`config.mk`:
```
export PLATFORM = sky130hd
export DESIGN_NAME = dspfs_faults
export DESIGN_NICKNAME = d
export VERILOG_FILES = /design/src/design/dspfs_pkg.sv /design/src/design/dspfs_faults.sv
export SDC_FILE = /design/constraint.sdc
export NUM_CORES = 1
export LEC_CHECK = 0
export BUFFER_PORTS_ARGS = -buffer_cell sky130_fd_sc_hd__buf_4
export CAP_MARGIN = 20
export CORE_ASPECT_RATIO = 0.5
export CORE_UTILIZATION = 35
export DETAILED_ROUTE_END_ITERATION = 6
export PLACE_DENSITY = 0.67
export SYNTH_ARGS = -nofsm -noshare
export SYNTH_HDL_FRONTEND = slang
export SYNTH_SLANG_ARGS = --single-unit
```
`constraint.sdc`:
```
create_clock -name clk -period 12.2 [get_ports clk]
set_input_delay 1.22 -clock clk [delete_from_list [all_inputs] [get_ports clk]]
set_output_delay 1.22 -clock clk [all_outputs]
set_load 0.05 [all_outputs]
```
`src/design/dspfs_pkg.sv`:
```
// Shared constants, register and fault types for the drive state pedal fault supervisor.
`default_nettype none

package dspfs_pkg;

  // Default widths
  localparam int SAMPLE_BITS_DEF = 10;
  localparam int COUNT_BITS_DEF  = 10;

  // Fixed widths
  localparam int REG_W        = 10;
  localparam int CFG_IDX_W    = 8;
  localparam int THR_W        = 8;
  localparam int STATE_CODE_W = 3;

  // Register indexes on the configuration channel
  localparam logic [CFG_IDX_W-1:0] REG_PEDAL_DIFF_LIMIT     = CFG_IDX_W'(0);
  localparam logic [CFG_IDX_W-1:0] REG_DISAGREE_FAULT_TICKS = CFG_IDX_W'(1);
  localparam logic [CFG_IDX_W-1:0] REG_BRAKE_LOW_COUNT      = CFG_IDX_W'(2);
  localparam logic [CFG_IDX_W-1:0] REG_BRAKE_HIGH_COUNT     = CFG_IDX_W'(3);
  localparam logic [CFG_IDX_W-1:0] REG_PLAUS_SET_THROTTLE   = CFG_IDX_W'(4);
  localparam logic [CFG_IDX_W-1:0] REG_PLAUS_CLEAR_THROTTLE = CFG_IDX_W'(5);

  // Register reset values (0.5 V and 4.5 V of a 5 V, 10-bit range; 25 % and 5 % pedal)
  localparam logic [REG_W-1:0] PEDAL_DIFF_LIMIT_RST     = REG_W'(102);
  localparam logic [REG_W-1:0] DISAGREE_FAULT_TICKS_RST = REG_W'(100);
  localparam logic [REG_W-1:0] BRAKE_LOW_COUNT_RST      = REG_W'(102);
  localparam logic [REG_W-1:0] BRAKE_HIGH_COUNT_RST     = REG_W'(920);
  localparam logic [REG_W-1:0] PLAUS_SET_THROTTLE_RST   = REG_W'(255);
  localparam logic [REG_W-1:0] PLAUS_CLEAR_THROTTLE_RST = REG_W'(52);

  // Drive state codes as shown on the result channel
  localparam logic [STATE_CODE_W-1:0] SC_STANDBY   = STATE_CODE_W'(0);
  localparam logic [STATE_CODE_W-1:0] SC_TS_ACTIVE = STATE_CODE_W'(1);
  localparam logic [STATE_CODE_W-1:0] SC_READY     = STATE_CODE_W'(2);
  localparam logic [STATE_CODE_W-1:0] SC_DRIVING   = STATE_CODE_W'(3);
  localparam logic [STATE_CODE_W-1:0] SC_FAULT     = STATE_CODE_W'(4);

  // Threshold registers
  typedef struct packed {
    logic [REG_W-1:0] pedal_diff_limit;
    logic [REG_W-1:0] disagree_fault_ticks;
    logic [REG_W-1:0] brake_low_count;
    logic [REG_W-1:0] brake_high_count;
    logic [REG_W-1:0] plaus_set_throttle;
    logic [REG_W-1:0] plaus_clear_throttle;
  } cfg_regs_t;

  // Per-tick fault evaluation handed to the state machine
  typedef struct packed {
    logic             apps;        // pedal disagreement fault
    logic             bse;         // brake out of range
    logic             plaus;       // latched throttle-while-braking fault
    logic             any;
    logic             brake_under; // brake at or below the low count
    logic             brake_over;  // brake above the high count
    logic [THR_W-1:0] throttle;    // pedal average / 4, saturated
  } fault_info_t;

endpackage

`default_nettype wire

```
`src/design/dspfs_faults.sv`:
```
// Fault evaluation: pedal disagreement counter, brake range and plausibility latch.
`default_nettype none

module dspfs_faults
  import dspfs_pkg::*;
#(
  parameter int SAMPLE_BITS = SAMPLE_BITS_DEF,
  parameter int COUNT_BITS  = COUNT_BITS_DEF
) (
  input  wire logic                   clk,
  input  wire logic                   rst,
  input  wire logic                   advance,
  input  wire logic [SAMPLE_BITS-1:0] pedal_a,
  input  wire logic [SAMPLE_BITS-1:0] pedal_b,
  input  wire logic [SAMPLE_BITS-1:0] brake_sample,
  input  wire cfg_regs_t              regs,
  output fault_info_t                 info
);

  localparam int CMP_W     = (SAMPLE_BITS > REG_W) ? SAMPLE_BITS : REG_W;
  localparam int CNT_CMP_W = (COUNT_BITS > REG_W) ? COUNT_BITS : REG_W;
  localparam logic [COUNT_BITS-1:0]  COUNT_MAX = {COUNT_BITS{1'b1}};
  localparam logic [SAMPLE_BITS-1:0] THR_SAT   = SAMPLE_BITS'((1 << THR_W) - 1);

  logic [COUNT_BITS-1:0]  disagree_count;
  logic [COUNT_BITS-1:0]  disagree_count_next;
  logic                   plaus_latch;
  logic                   plaus_latch_next;

  logic [SAMPLE_BITS-1:0] diff;
  logic [SAMPLE_BITS:0]   sum;
  logic [SAMPLE_BITS-1:0] avg;
  logic [SAMPLE_BITS-1:0] thr_full;
  logic                   agree;
  logic                   brake_under;
  logic                   brake_over;

  // Pedal average and difference
  assign diff     = (pedal_a >= pedal_b) ? (pedal_a - pedal_b) : (pedal_b - pedal_a);
  assign sum      = {1'b0, pedal_a} + {1'b0, pedal_b};
  assign avg      = sum[SAMPLE_BITS:1];
  assign thr_full = avg >> 2;

  // Disagreement counter, saturating
  assign agree = CMP_W'(diff) <= CMP_W'(regs.pedal_diff_limit);
  always_comb begin
    if (agree) begin
      disagree_count_next = '0;
    end else if (disagree_count != COUNT_MAX) begin
      disagree_count_next = disagree_count + 1'b1;
    end else begin
      disagree_count_next = disagree_count;
    end
  end

  // Brake range
  assign brake_under = CMP_W'(brake_sample) <= CMP_W'(regs.brake_low_count);
  assign brake_over  = CMP_W'(brake_sample) > CMP_W'(regs.brake_high_count);

  // Plausibility latch with set/clear hysteresis
  always_comb begin
    if (plaus_latch) begin
      plaus_latch_next = !(CMP_W'(avg) < CMP_W'(regs.plaus_clear_throttle));
    end else begin
      plaus_latch_next = (CMP_W'(avg) > CMP_W'(regs.plaus_set_throttle)) && !brake_under;
    end
  end

  always_comb begin
    info.apps        = CNT_CMP_W'(disagree_count_next) >= CNT_CMP_W'(regs.disagree_fault_ticks);
    info.bse         = brake_under || brake_over;
    info.plaus       = plaus_latch_next;
    info.any         = info.apps || info.bse || info.plaus;
    info.brake_under = brake_under;
    info.brake_over  = brake_over;
    info.throttle    = (thr_full > THR_SAT) ? {THR_W{1'b1}} : THR_W'(thr_full);
  end

  // State update once per tick
  always_ff @(posedge clk) begin
    if (rst) begin
      disagree_count <= '0;
      plaus_latch    <= 1'b0;
    end else if (advance) begin
      disagree_count <= disagree_count_next;
      plaus_latch    <= plaus_latch_next;
    end
  end

endmodule

`default_nettype wire

```
==> flow_summary.yaml <==
cts:
  cts_buffers: 3
  clk_pin_slew_ns: 0.04
  cts_buffer_depth: 2
  cts_tree: "done"
  clk-insertion-delay-late_ns: 0.24
  cts.sinks: 11
  cts_hold_buf: 0
  cts-root-buf: "clkbuf_16"
  cts_setup_buffers: 0
  cts_resized: 0
  htree_levels: 1
synth:
  synthTopCellsByArea: "ha_1 31%, inv_1 9.6%, dfxtp_1 6.2%"
  yosysSeqAreaShare_pct: 6.21
  yosys.area_share.simple_pct: 17.9
  ys_async_sr_fraction_pct: 0
  ys.warnings.count: 0
  synthFlopType: "dfxtp_1"
  yosysTopAreaCell: "ha_1"
  avgSynthCellArea_sq_um: 7.29
  synthCells: 487
  synth_edf_count: 0
  synth_top_area_share_pct: 31.4
  synth_fa_ha_area_share_pct: 33.1
  postSynthNetCount: 672
  synth_compound_area_share_pct: 23.1
  ys_ff_latch: 11
  ys_types: 51
  synth_top_family_by_area: "adder cells"
  synth_xor_xnor_area_share_pct: 4.69
  netlist_area_sq_um: 3550
  synth.area.mux_share_pct: 2.89
global_route:
  grt_pass1_vias: 3334
  track_usage_pct: 17.4
  overflow: 0
  grt_max_degree: 16
  grt_pass1_wl_um: 14800
  antenna_found_initial: 0
sta:
  hold_viol: 0
  grt_setup_unrepaired: "no"
  finalCritPeriodShare_pct: 62.4
  relSlewSlack_pct: 53.9
  slew_viol_final: 0
  finClkSkew_ns: 0.00195
  fmax_mhz: 131
  finalSetupViolations: 0
  min_period_ns: 7.62
  fin_tns_setup_ns: 0
  worst_hold_slack_ns: 0.479
  worst_pin_slew_ns: 0.682
layout:
  fillerInstances: 1015
  final_cell_mix: "106 x buf_4, 91 x inv_1, 89 x ha_1"
  drive_gt1_share_pct: 20.3
  final_net_count: 768
  final_util_pct: 46.7
  area_delta_synth_final_pct: 26.9
  diodes: 0
  multi_input_area_sq_um: 2900
  register_area_sq_um: 220
  layout_commonest_cell: "buf_4"
  fin_area_sq_um: 4500
critical_path:
  reg2reg_from: "disagree_count[0]"
  crit_buf_inv: 4
  regToRegSetupSlack_ns: 10.11
  critPathArrivalTime_ns: 6.40
  crit_slowest_cell: "a221oi_1"
  cp_top_family: "compound AO/OA/AOI/OAI gates"
  cp_slowest_stage_delay_ns: 0.49
  rr_worst_depth: 7
  endpoint_kind: "output port"
  r2r_end: "disagree_count[5]"
  criticalPathCategory: "in2out"
  cp.required_ns: 10.98
  worst_path_most_repeated_cell: "a21o_1"
  crit_fanout: 8
  crit_cells: 25
  worstSetupStartpointType: "input pin"
min_path:
  min-delay-start: "plaus_latch"
  hold_path_end: "plaus_latch"
  worstHoldPathType: "reg2reg"
  holdPathStages: 2
die:
  rows: 25
  die-width_um: 144
  ioPinCount: 107
  coreArea_sq_um: 9630
  dieHeight_um: 73.2
  start_util_pct: 36.8
  dieArea_sq_um: 10600
drt:
  ant_nets: 0
  drc: 0
  first_pass_iters: 4
  viasPerCell: 4.91
  drtIter0Drc: 148
  wirelength_um: 8890
  wire_per_inst_um: 12.4
  routed-via-count: 3518
power:
  p_leak_nw: 2.47
  power_density_nw_per_um2: 73.2
  ir_worst_vdd_v: 0.0000341
run:
  cap_violations: 0
place:
  placed_area_sq_um: 4420
  place_congestion: 0.912
  post-dp-hpwl_um: 7870
  portBuffers: 106
status:
  outcome: "complete, no violations"
[cell usage after synthesis (2+ instances only)]
cell type  count
mux2i_1        8
o21ai_0       20
mux2_2         2
nand3_1       13
dfxtp_1       11
fa_1           3
a211oi_1       9
o31a_1         2
nand2b_1      12
nor3_1        11
nand2_1       22
or3_1          2
xor2_1         6
buf_4          3
xnor2_1       13
nand4_1        8
nor2_1        31
o21bai_1       3
buf_6          2
o31ai_1        4
or4_1          5
a221oi_1       2
and3_1         5
o32ai_1        2
o41ai_1        2
ha_1          89
and4_1         2
a31oi_1        4
o21a_1         9
a21o_1        20
nor2b_1        3
a21oi_1       42
inv_1         91
clkbuf_1       5
buf_2          5
[metal layers]
layer	track usage, %	part of all wire, %
met1	23.2	50
met2	30.7	46
met3	1.25	3.3
met4	4.21	1.5
met5	0	0
[per-stage QoR]
| step | setup slack [ns] | total power [mW] | cells |
|---|---|---|---|
| 2_1_floorplan | 4.33 | 0.201 | 487 |
| 3_3_place_gp | 4.73 | 0.265 | 713 |
| 3_5_place_dp | 4.51 | 0.269 | 713 |
| 4_1_cts | 4.51 | 0.331 | 717 |
| 5_1_grt | 4.22 | 0.359 | 717 |
| 6_report | 4.58 | 0.329 | 717 |
[layout make-up]
cell class / count / area share, %
flip-flops and latches: 11 / 4.89
well taps: 135 / 3.75
inverters: 91 / 7.59
multi-input cells: 370 / 64.4
clock buffers: 4 / 1.75
repair buffers: 106 / 17.7
[cells by family after synthesis]
| logic type | Yosys count |
|---|---|
| adders and majority gates | 92 |
| muxes | 10 |
| AOI/OAI and AO/OA | 127 |
| DFF | 11 |
| and+or+nand+nor | 122 |
| buffers and inverters | 106 |
| xor gates and xnor gates | 19 |
[registers in the layout, indices dropped and copies added, names as in the netlist]
signal          flops
plaus_latch         1
disagree_count     10
[where the power goes]
part / switching (mW) / total (mW) / leakage [nW] / internal [mW]
sequential: 0.00110 / 0.0382 / 0.0888 / 0.0371
combinational: 0.132 / 0.230 / 2.34 / 0.0977
clock: 0.0173 / 0.0613 / 0.0382 / 0.0440
[how the worst max path moves through the flow]
| stage | startpoint | to | slack, ns |
|---|---|---|---|
| 3_3_place_gp | pedal_a[0] | info[10] | 4.73 |
| 3_5_place_dp | pedal_a[0] | info[10] | 4.51 |
| 4_1_cts | pedal_a[0] | info[10] | 4.51 |
| 5_1_grt | pedal_a[0] | info[10] | 4.22 |
| 6_report | pedal_a[0] | info[10] | 4.58 |
| 2_1_floorplan | pedal_a[0] | info[10] | 4.33 |
[worst register-to-register path, stage by stage (launching register included)]
cell      delay, ns
dfxtp_1        0.41
ha_1           0.26
nand2_1        0.12
or3_1          0.51
nand2b_4       0.14
nor2_2         0.06
or4_1          0.40
o311ai_1       0.10
Power figures use the tool's default switching activity.
